$ cat config.mk
export PLATFORM = sky130hd
export DESIGN_NAME = power_led_pulse_status_detector
export DESIGN_NICKNAME = d
export VERILOG_FILES = /design/src/rtl/plpsd_pkg.sv /design/src/rtl/power_led_pulse_status_detector.sv /design/src/rtl/plpsd_fifo.sv /design/src/rtl/plpsd_cfg.sv /design/src/rtl/plpsd_front.sv /design/src/rtl/plpsd_back.sv
export SDC_FILE = /design/constraint.sdc
export NUM_CORES = 1
export LEC_CHECK = 0
export BUFFER_PORTS_ARGS = -buffer_cell sky130_fd_sc_hd__buf_2
export CORE_ASPECT_RATIO = 1.1
export CORE_MARGIN = 5
export CORE_UTILIZATION = 55
export CTS_CLUSTER_SIZE = 20
export DETAILED_ROUTE_END_ITERATION = 16
export PLACE_DENSITY = 0.73
export SLEW_MARGIN = 20
export SYNTH_ARGS = -nofsm -noshare
export SYNTH_HDL_FRONTEND = slang
export SYNTH_SLANG_ARGS = --single-unit
$ cat constraint.sdc
create_clock -name clk -period 24.9 [get_ports clk]
set_clock_uncertainty 0.15 [all_clocks]
set_input_delay 2.49 -clock clk [delete_from_list [all_inputs] [get_ports clk]]
set_output_delay 2.49 -clock clk [all_outputs]
set_load 0.02 [all_outputs]
$ cat src/rtl/plpsd_pkg.sv
// ----------------------------------------------------------------------------
// plpsd_pkg
// Shared types, codes and reset values for the power LED status detector.
// ----------------------------------------------------------------------------
package plpsd_pkg;

  localparam int unsigned QUEUE_DEPTH = 2;

  localparam int unsigned CFG_ADDR_W = 5;

  localparam logic [2:0] REG_GLITCH   = 3'd0;
  localparam logic [2:0] REG_LONG     = 3'd1;
  localparam logic [2:0] REG_CONFIRM  = 3'd2;
  localparam logic [2:0] REG_PERIODIC = 3'd3;
  localparam logic [2:0] REG_SLEEP    = 3'd4;

  localparam logic [15:0] RST_GLITCH_MS   = 16'd50;
  localparam logic [31:0] RST_LONG_MS     = 32'd2000;
  localparam logic [31:0] RST_CONFIRM_MS  = 32'd6000;
  localparam logic [31:0] RST_PERIODIC_MS = 32'd300000;
  localparam logic [3:0]  RST_SLEEP_LIMIT = 4'd5;

  localparam logic [1:0] FUNC_SAMPLE     = 2'd0;
  localparam logic [1:0] FUNC_SET_ON     = 2'd1;
  localparam logic [1:0] FUNC_SET_OFF    = 2'd2;
  localparam logic [1:0] FUNC_LONG_PRESS = 2'd3;

  typedef enum logic [1:0] {
    CMD_SAMPLE,
    CMD_SET_ON,
    CMD_SET_OFF,
    CMD_LONG_PRESS
  } cmd_t;

  typedef enum logic [2:0] {
    ST_UNDEF   = 3'd0,
    ST_OFF     = 3'd1,
    ST_ON      = 3'd2,
    ST_SLEEP   = 3'd3,
    ST_PWR_ON  = 3'd4,
    ST_PWR_OFF = 3'd5
  } status_t;

  typedef enum logic [1:0] {
    PUSH_NONE  = 2'd0,
    PUSH_SHORT = 2'd1,
    PUSH_LONG  = 2'd2
  } push_t;

  typedef struct packed {
    logic [15:0] glitch_ms;
    logic [31:0] long_ms;
    logic [31:0] confirm_ms;
    logic [31:0] periodic_ms;
    logic [3:0]  sleep_limit;
  } cfg_t;

  typedef struct packed {
    cmd_t        cmd;
    logic        level;
    logic [31:0] now_ms;
  } item_t;

  typedef struct packed {
    logic [2:0] status;
    logic       changed;
    logic [2:0] prev;
    logic [1:0] push;
  } res_t;

endpackage

$ cat src/rtl/power_led_pulse_status_detector.sv
// ----------------------------------------------------------------------------
// power_led_pulse_status_detector
// Power state tracker driven by power-LED samples and power-button commands.
// ----------------------------------------------------------------------------
// The block accepts one transaction per clock cycle while in_full is low and
// returns exactly one result transaction for each, in order. A transaction
// passes from the input queue through the back end into the result queue; the
// rate is set by the update of the power state in the back end, and both sides
// are decoupled by queues of FIFO_DEPTH entries; either side may stall, until
// the queues fill, without stopping the other. The user must write thresholds
// over the APB port only while no transaction is in flight; it is not enforced.
module power_led_pulse_status_detector
  import plpsd_pkg::*;
#(
  parameter int unsigned FIFO_DEPTH = QUEUE_DEPTH
) (
  input  logic                  clk,
  input  logic                  rst_n,
  input  logic                  in_push,
  output logic                  in_full,
  input  logic [1:0]            in_func,
  input  logic                  in_led_level,
  input  logic [31:0]           in_now_ms,
  output logic                  out_empty,
  input  logic                  out_pop,
  output logic [2:0]            out_status,
  output logic                  out_status_changed,
  output logic [2:0]            out_previous_status,
  output logic [1:0]            out_push_request,
  input  logic                  psel,
  input  logic                  penable,
  input  logic                  pwrite,
  input  logic [CFG_ADDR_W-1:0] paddr,
  input  logic [31:0]           pwdata,
  output logic [31:0]           prdata,
  output logic                  pready
);

  cfg_t  cfg;
  item_t item;
  logic  item_empty;
  logic  item_pop;
  res_t  res;

  plpsd_cfg u_cfg (
    .clk     (clk),
    .rst_n   (rst_n),
    .psel    (psel),
    .penable (penable),
    .pwrite  (pwrite),
    .paddr   (paddr),
    .pwdata  (pwdata),
    .prdata  (prdata),
    .pready  (pready),
    .cfg     (cfg)
  );

  plpsd_front #(
    .DEPTH (FIFO_DEPTH)
  ) u_front (
    .clk          (clk),
    .rst_n        (rst_n),
    .in_push      (in_push),
    .in_func      (in_func),
    .in_led_level (in_led_level),
    .in_now_ms    (in_now_ms),
    .in_full      (in_full),
    .item_pop     (item_pop),
    .item         (item),
    .item_empty   (item_empty)
  );

  plpsd_back #(
    .DEPTH (FIFO_DEPTH)
  ) u_back (
    .clk        (clk),
    .rst_n      (rst_n),
    .cfg        (cfg),
    .item       (item),
    .item_empty (item_empty),
    .item_pop   (item_pop),
    .out_pop    (out_pop),
    .res        (res),
    .out_empty  (out_empty)
  );

  assign out_status          = res.status;
  assign out_status_changed  = res.changed;
  assign out_previous_status = res.prev;
  assign out_push_request    = res.push;

endmodule

$ cat src/rtl/plpsd_fifo.sv
// ----------------------------------------------------------------------------
// plpsd_fifo
// Small register queue with push/full and pop/empty handshakes.
// ----------------------------------------------------------------------------
module plpsd_fifo #(
  parameter int unsigned WIDTH = 8,
  parameter int unsigned DEPTH = 2
) (
  input  logic             clk,
  input  logic             rst_n,
  input  logic             push,
  input  logic [WIDTH-1:0] wdata,
  output logic             full,
  input  logic             pop,
  output logic [WIDTH-1:0] rdata,
  output logic             empty
);

  localparam int unsigned PW = (DEPTH > 1) ? $clog2(DEPTH) : 1;
  localparam int unsigned CW = $clog2(DEPTH + 1);

  logic [WIDTH-1:0] mem [DEPTH];
  logic [PW-1:0]    wr_ptr_r;
  logic [PW-1:0]    rd_ptr_r;
  logic [CW-1:0]    count_r;
  logic             do_push;
  logic             do_pop;

  assign full    = (count_r == CW'(DEPTH));
  assign empty   = (count_r == '0);
  assign do_push = push && !full;
  assign do_pop  = pop && !empty;
  assign rdata   = mem[rd_ptr_r];

  always_ff @(posedge clk) begin
    if (!rst_n) begin
      wr_ptr_r <= '0;
      rd_ptr_r <= '0;
      count_r  <= '0;
    end else begin
      if (do_push) begin
        wr_ptr_r <= (wr_ptr_r == PW'(DEPTH - 1)) ? '0 : wr_ptr_r + 1'b1;
      end
      if (do_pop) begin
        rd_ptr_r <= (rd_ptr_r == PW'(DEPTH - 1)) ? '0 : rd_ptr_r + 1'b1;
      end
      if (do_push && !do_pop) begin
        count_r <= count_r + 1'b1;
      end else if (do_pop && !do_push) begin
        count_r <= count_r - 1'b1;
      end
    end
  end

  always_ff @(posedge clk) begin
    if (do_push) begin
      mem[wr_ptr_r] <= wdata;
    end
  end

endmodule

$ cat src/rtl/plpsd_cfg.sv
// ----------------------------------------------------------------------------
// plpsd_cfg
// APB-style register file holding the detector thresholds.
// ----------------------------------------------------------------------------
module plpsd_cfg
  import plpsd_pkg::*;
(
  input  logic                  clk,
  input  logic                  rst_n,
  input  logic                  psel,
  input  logic                  penable,
  input  logic                  pwrite,
  input  logic [CFG_ADDR_W-1:0] paddr,
  input  logic [31:0]           pwdata,
  output logic [31:0]           prdata,
  output logic                  pready,
  output cfg_t                  cfg
);

  cfg_t       cfg_r;
  logic [2:0] reg_idx;
  logic       wr_en;

  assign pready  = 1'b1;
  assign reg_idx = paddr[4:2];
  assign wr_en   = psel && penable && pwrite;
  assign cfg     = cfg_r;

  always_ff @(posedge clk) begin
    if (!rst_n) begin
      cfg_r.glitch_ms   <= RST_GLITCH_MS;
      cfg_r.long_ms     <= RST_LONG_MS;
      cfg_r.confirm_ms  <= RST_CONFIRM_MS;
      cfg_r.periodic_ms <= RST_PERIODIC_MS;
      cfg_r.sleep_limit <= RST_SLEEP_LIMIT;
    end else if (wr_en) begin
      case (reg_idx)
        REG_GLITCH:   cfg_r.glitch_ms   <= pwdata[15:0];
        REG_LONG:     cfg_r.long_ms     <= pwdata;
        REG_CONFIRM:  cfg_r.confirm_ms  <= pwdata;
        REG_PERIODIC: cfg_r.periodic_ms <= pwdata;
        REG_SLEEP:    cfg_r.sleep_limit <= pwdata[3:0];
        default: ;
      endcase
    end
  end

  always_comb begin
    case (reg_idx)
      REG_GLITCH:   prdata = {16'd0, cfg_r.glitch_ms};
      REG_LONG:     prdata = cfg_r.long_ms;
      REG_CONFIRM:  prdata = cfg_r.confirm_ms;
      REG_PERIODIC: prdata = cfg_r.periodic_ms;
      REG_SLEEP:    prdata = {28'd0, cfg_r.sleep_limit};
      default:      prdata = '0;
    endcase
  end

endmodule

$ cat src/rtl/plpsd_front.sv
// ----------------------------------------------------------------------------
// plpsd_front
// Accepts input transactions, decodes the function code and queues them.
// ----------------------------------------------------------------------------
module plpsd_front
  import plpsd_pkg::*;
#(
  parameter int unsigned DEPTH = QUEUE_DEPTH
) (
  input  logic        clk,
  input  logic        rst_n,
  input  logic        in_push,
  input  logic [1:0]  in_func,
  input  logic        in_led_level,
  input  logic [31:0] in_now_ms,
  output logic        in_full,
  input  logic        item_pop,
  output item_t       item,
  output logic        item_empty
);

  item_t                 wr_item;
  logic [$bits(item_t)-1:0] rd_bits;

  always_comb begin
    case (in_func)
      FUNC_SAMPLE:     wr_item.cmd = CMD_SAMPLE;
      FUNC_SET_ON:     wr_item.cmd = CMD_SET_ON;
      FUNC_SET_OFF:    wr_item.cmd = CMD_SET_OFF;
      FUNC_LONG_PRESS: wr_item.cmd = CMD_LONG_PRESS;
      default:         wr_item.cmd = CMD_SAMPLE;
    endcase
    wr_item.level  = in_led_level;
    wr_item.now_ms = in_now_ms;
  end

  plpsd_fifo #(
    .WIDTH ($bits(item_t)),
    .DEPTH (DEPTH)
  ) u_item_q (
    .clk   (clk),
    .rst_n (rst_n),
    .push  (in_push),
    .wdata (wr_item),
    .full  (in_full),
    .pop   (item_pop),
    .rdata (rd_bits),
    .empty (item_empty)
  );

  assign item = item_t'(rd_bits);

endmodule

$ cat src/rtl/plpsd_back.sv
// ----------------------------------------------------------------------------
// plpsd_back
// Executes queued transactions against the power state and queues results.
// ----------------------------------------------------------------------------
module plpsd_back
  import plpsd_pkg::*;
#(
  parameter int unsigned DEPTH = QUEUE_DEPTH
) (
  input  logic  clk,
  input  logic  rst_n,
  input  cfg_t  cfg,
  input  item_t item,
  input  logic  item_empty,
  output logic  item_pop,
  input  logic  out_pop,
  output res_t  res,
  output logic  out_empty
);

  status_t     state_r, state_nxt;
  logic        last_level_r, last_level_nxt;
  logic [31:0] last_edge_r, last_edge_nxt;
  logic [31:0] last_check_r, last_check_nxt;
  logic [3:0]  short_r, short_nxt;
  logic [7:0]  long_r, long_nxt;
  logic [7:0]  pending_r, pending_nxt;

  logic        res_full;
  logic        proc;
  res_t        res_w;
  logic [$bits(res_t)-1:0] res_bits;
  logic [31:0] since;
  logic [31:0] since_after;
  logic [31:0] idle;
  logic        edge_hit;
  logic        confirm;
  status_t     level_status;
  push_t       push_code;

  assign proc     = !item_empty && !res_full;
  assign item_pop = proc;

  always_comb begin
    state_nxt      = state_r;
    last_level_nxt = last_level_r;
    last_edge_nxt  = last_edge_r;
    last_check_nxt = last_check_r;
    short_nxt      = short_r;
    long_nxt       = long_r;
    pending_nxt    = pending_r;
    push_code      = PUSH_NONE;
    confirm        = 1'b0;
    since          = item.now_ms - last_edge_r;
    idle           = item.now_ms - last_check_r;
    edge_hit       = (item.level != last_level_r) && (since > {16'd0, cfg.glitch_ms});
    since_after    = edge_hit ? '0 : since;
    level_status   = item.level ? ST_OFF : ST_ON;

    case (item.cmd)
      CMD_SAMPLE: begin
        if (edge_hit) begin
          if (since > cfg.long_ms) begin
            long_nxt = (long_r == '1) ? long_r : long_r + 1'b1;
          end else begin
            short_nxt = (short_r == '1) ? short_r : short_r + 1'b1;
          end
          last_edge_nxt  = item.now_ms;
          last_level_nxt = item.level;
          pending_nxt    = (pending_r == '1) ? pending_r : pending_r + 1'b1;
        end
        if (pending_nxt != '0) begin
          if (short_nxt > cfg.sleep_limit) begin
            state_nxt      = ST_SLEEP;
            short_nxt      = '0;
            long_nxt       = '0;
            pending_nxt    = '0;
            last_check_nxt = item.now_ms;
          end
          if (long_nxt != '0 && since_after > cfg.confirm_ms) begin
            long_nxt    = '0;
            pending_nxt = '0;
            confirm     = 1'b1;
          end
        end else if (idle > cfg.periodic_ms && state_r != ST_SLEEP) begin
          confirm = 1'b1;
        end
        if (confirm) begin
          last_check_nxt = item.now_ms;
          state_nxt      = level_status;
        end
      end
      CMD_SET_ON: begin
        if (state_r inside {ST_OFF, ST_SLEEP, ST_UNDEF}) begin
          push_code = PUSH_SHORT;
          if (state_r == ST_SLEEP) begin
            pending_nxt    = '0;
            short_nxt      = '0;
            last_level_nxt = 1'b1;
            last_edge_nxt  = item.now_ms - cfg.long_ms;
          end
          state_nxt      = ST_PWR_ON;
          last_check_nxt = item.now_ms;
        end
      end
      CMD_SET_OFF: begin
        if (state_r == ST_ON) begin
          push_code      = PUSH_SHORT;
          state_nxt      = ST_PWR_OFF;
          last_check_nxt = item.now_ms;
        end
      end
      CMD_LONG_PRESS: begin
        case (state_r)
          ST_OFF:  state_nxt = ST_PWR_ON;
          ST_ON:   state_nxt = ST_PWR_OFF;
          default: state_nxt = ST_UNDEF;
        endcase
        push_code      = PUSH_LONG;
        last_check_nxt = item.now_ms;
      end
      default: ;
    endcase

    res_w.status  = state_nxt;
    res_w.changed = (state_nxt != state_r);
    res_w.prev    = state_r;
    res_w.push    = push_code;
  end

  always_ff @(posedge clk) begin
    if (!rst_n) begin
      state_r      <= ST_UNDEF;
      last_level_r <= 1'b1;
      last_edge_r  <= '0;
      last_check_r <= '0;
      short_r      <= '0;
      long_r       <= '0;
      pending_r    <= '0;
    end else if (proc) begin
      state_r      <= state_nxt;
      last_level_r <= last_level_nxt;
      last_edge_r  <= last_edge_nxt;
      last_check_r <= last_check_nxt;
      short_r      <= short_nxt;
      long_r       <= long_nxt;
      pending_r    <= pending_nxt;
    end
  end

  plpsd_fifo #(
    .WIDTH ($bits(res_t)),
    .DEPTH (DEPTH)
  ) u_res_q (
    .clk   (clk),
    .rst_n (rst_n),
    .push  (proc),
    .wdata (res_w),
    .full  (res_full),
    .pop   (out_pop),
    .rdata (res_bits),
    .empty (out_empty)
  );

  assign res = res_t'(res_bits);

  a_changed_consistent: assert property (@(posedge clk) disable iff (!rst_n)
    proc |-> (res_w.changed == (res_w.status != res_w.prev)))
    else $error("status_changed disagrees with status and previous status");

  a_long_push_only_on_press: assert property (@(posedge clk) disable iff (!rst_n)
    proc |-> ((res_w.push == PUSH_LONG) == (item.cmd == CMD_LONG_PRESS)))
    else $error("long push request without a long press command");

  a_state_follows_result: assert property (@(posedge clk) disable iff (!rst_n)
    proc |=> (state_r == $past(res_w.status)))
    else $error("power state register does not match the reported status");

endmodule

==> flow_metrics.env <==
export IMPL_synth_top_area_share_pct=20.24
export IMPL_cp_end_kind="flop"
export IMPL_r2r_end="u_back.last_check_r[23]$_SDFFE_PN0P_"
export IMPL_synth_area_top_cells="dfxtp_1 (20%), ha_1 (13%), edfxtp_1 (12%)"
export IMPL_coreArea_um2=38100
export IMPL_reg2reg_slack_ns=13.56
export IMPL_ff_latch_area_um2=6928
export IMPL_yosysTopAreaCell="dfxtp_1"
export IMPL_numCtsBuffers=34
export IMPL_cts_resized=0
export IMPL_synth_cells=2565
export IMPL_grt_pass1_wl_um=95000
export IMPL_final_common_cell="nand2_1"
export IMPL_async_flop_share_pct=0
export IMPL_critPathSlowestCell="nand2_1"
export IMPL_status="complete, no violations"
export IMPL_ys_warn_count=0
export IMPL_area_delta_synth_final_pct=9.447
export IMPL_holdPathStages=2
export IMPL_drt_initial_drc_count=1324
export IMPL_antenna_cells=0
export IMPL_synth_seq_area_share_pct=32.73
export IMPL_cts_hold_buf=0
export IMPL_synthDistinctLibCells=84
export IMPL_die_area_um2=42510
export IMPL_grt_pass1_vias=18000
export IMPL_arrival_ns=11.65
export IMPL_critPathKind="reg -> reg"
export IMPL_grt_max_degree=95
export IMPL_slowest_delay_ns=0.91
export IMPL_clkTransAtPathRegs_ns=0.06
export IMPL_hold_path_class="reg -> reg"
export IMPL_htreeDepth=2
export IMPL_final_cell_mix="nand2_1 (415), a21oi_1 (223), inv_1 (214), ha_1 (214), dfxtp_1 (213)"
export IMPL_critPathMostFrequentCell="o21a_1"
export IMPL_setup_viol=0
export IMPL_clkSinkCount=302
export IMPL_die_w_um=197.0
export IMPL_required_ns=25.21
export IMPL_p_leak_uw=0.009189
export IMPL_track_usage_pct=27.81
export IMPL_clockBufferDepth=3
export IMPL_finalCritPeriodShare_pct=45.53
export IMPL_syn_cell_area_um2=21160
export IMPL_routed_via_density=5.986
export IMPL_clk_latency_ns=0.56
export IMPL_first_pass_iters=5
export IMPL_cp_max_fo=37
export IMPL_portBuffers=119
export IMPL_p_per_area_nw_per_um2=131.8
export IMPL_endpoint="u_back.last_check_r[23]$_SDFFE_PN0P_"
export IMPL_rsz0062_at_grt="false"
export IMPL_worst_slew_pin_slew_ns=1.124
export IMPL_cp_start_kind="flop"
export IMPL_slew_viol_final=0
export IMPL_vias=18780
export IMPL_fmax_mhz=88.21
export IMPL_fp_row_count=75
export IMPL_synth_seq_cells=302
export IMPL_finalSetupTns_ns=0
export IMPL_antenna_found_initial=0
export IMPL_cap_violations=0
export IMPL_root_buffer="clkbuf_16"
export IMPL_fin_crit_ns=11.34
export IMPL_hold_viol_final=0
export IMPL_layout_drive_gt1_share_pct=10.85
export IMPL_antenna_left=0
export IMPL_fp_dieH_um=215.7
export IMPL_drt_wl_total_um=61040
export IMPL_layout_nets=2910
export IMPL_multi_input_area_um2=12970
export IMPL_synth_edff_count=88
export IMPL_cts_tree="done"
export IMPL_ir_drop_v=0.00009074
export IMPL_stdcell_area_um2=23160
export IMPL_maxSlewHeadroom_pct=25.05
export IMPL_ios=123
export IMPL_ys_flop_type="dfxtp_1"
export IMPL_grt_overflow=0
export IMPL_synth_fp_nets=2861
export IMPL_dpl_instance_area_um2=22060
export IMPL_start_util_pct=55.55
export IMPL_fillers=3437
export IMPL_place_gp_congestion=0.9167
export IMPL_cts_setup_buffers=0
export IMPL_drc=0
export IMPL_drt_wirelength_per_cell_um=19.46
export IMPL_synth_avg_cell_area_um2=8.251
export IMPL_whs_ns=0.3008
export IMPL_post_route_util_pct=60.80
export IMPL_r2r_cells=39
export IMPL_hpwl_um=45120
[how the worst min path moves through the flow]
stage                                             start                             endpoint  slack (ns)
floorplan                u_back.state_r[0]$_SDFFE_PN0P_   u_back.u_res_q.mem[0][2]$_DFFE_PP_        0.27
global placement    u_back.last_edge_r[16]$_SDFFE_PN0P_  u_back.last_edge_r[16]$_SDFFE_PN0P_        0.29
detailed placement  u_back.last_edge_r[17]$_SDFFE_PN0P_  u_back.last_edge_r[17]$_SDFFE_PN0P_        0.29
CTS                 u_back.last_edge_r[17]$_SDFFE_PN0P_  u_back.last_edge_r[17]$_SDFFE_PN0P_        0.30
global route        u_back.last_edge_r[17]$_SDFFE_PN0P_  u_back.last_edge_r[17]$_SDFFE_PN0P_        0.31
finish              u_back.last_edge_r[17]$_SDFFE_PN0P_  u_back.last_edge_r[17]$_SDFFE_PN0P_        0.30
[synthesized netlist by cell type (36+ instances only)]
master and count:
ha_1 214, inv_1 215, o211ai_1 51, nand2_1 416
nor2b_1 48, a21o_1 59, edfxtp_1 88, xnor2_1 57
clkbuf_1 110, a21oi_1 224, nor2_1 148, mux2i_1 45
nand3_1 41, o21a_1 36, dfxtp_1 214, o21ai_0 112
mux2_2 46
[where the power goes]
group          total [uW]  switching, uW  internal [uW]  leakage, uW
clock network         505            208            297     0.000537
registers             635           40.2            595      0.00256
logic                1910           1150            761      0.00609
total                3050           1400           1650      0.00919
[kinds of logic after synthesis]
kind of cell,count (synthesis),synth area share (%)
AO/OA/AOI/OAI,669,20.44
multiplexers,103,5.853
buffers and inverters,339,6.166
adder cells (fa/ha/maj),217,12.94
AND/OR/NAND/NOR,846,18.21
other,1,0.01772
flip-flops,302,32.73
XOR/XNOR,88,3.642
[sequential cells by signal, indices dropped and copies added (netlist names), named ones only]
name                       count
u_back.u_res_q.count_r         2
u_back.last_level_r            1
u_back.short_r                 4
u_back.u_res_q.wr_ptr_r        1
u_back.last_edge_r            32
u_back.long_r                  8
u_front.u_item_q.mem          70
u_back.u_res_q.mem            18
u_cfg.cfg                    116
u_back.state_r                 3
u_back.pending_r               8
u_back.u_res_q.rd_ptr_r        1
u_front.u_item_q.count_r       2
u_front.u_item_q.wr_ptr_r      1
u_front.u_item_q.rd_ptr_r      1
u_back.last_check_r           32
[layout make-up]
type	instances	share of cell area, %
flip-flops and latches	302	29.91
multi-input cells	1924	56.00
clock buffers	45	4.030
repair buffers	136	3.133
well taps	500	2.701
inverters	216	3.511
clock inverters	14	0.7130
[critical path, delay by kind of cell (launching register included)]
kind / cells / cell delay, ns
compound gates: 19 / 4.21
simple gates: 9 / 3.17
buf+inv: 4 / 1.14
fa+ha+maj: 4 / 1.01
mux: 2 / 0.73
xor+xnor: 1 / 0.38
flops: 1 / 0.31
[routing by layer]
| layer | wire length (um) | track usage [%] | up-vias |
|---|---|---|---|
| met4 | 3825 | 16.09 | 0 |
| met1 | 23650 | 32.15 | 8845 |
| met3 | 3045 | 3.228 | 170 |
| met5 | 0 | 0 | - |
| li1 | - | - | 9170 |
| met2 | 30520 | 49.40 | 592 |
[stage by stage]
stage | total power (uW) | cells | setup slack (ns)
4_1_cts | 3046 | 3137 | 13.77
5_1_grt | 3297 | 3137 | 13.11
2_1_floorplan | 2037 | 2565 | 16.14
3_3_place_gp | 2464 | 3078 | 13.93
3_5_place_dp | 2519 | 3078 | 13.85
6_report | 3053 | 3137 | 13.56
(Power assumes the default switching activity.)
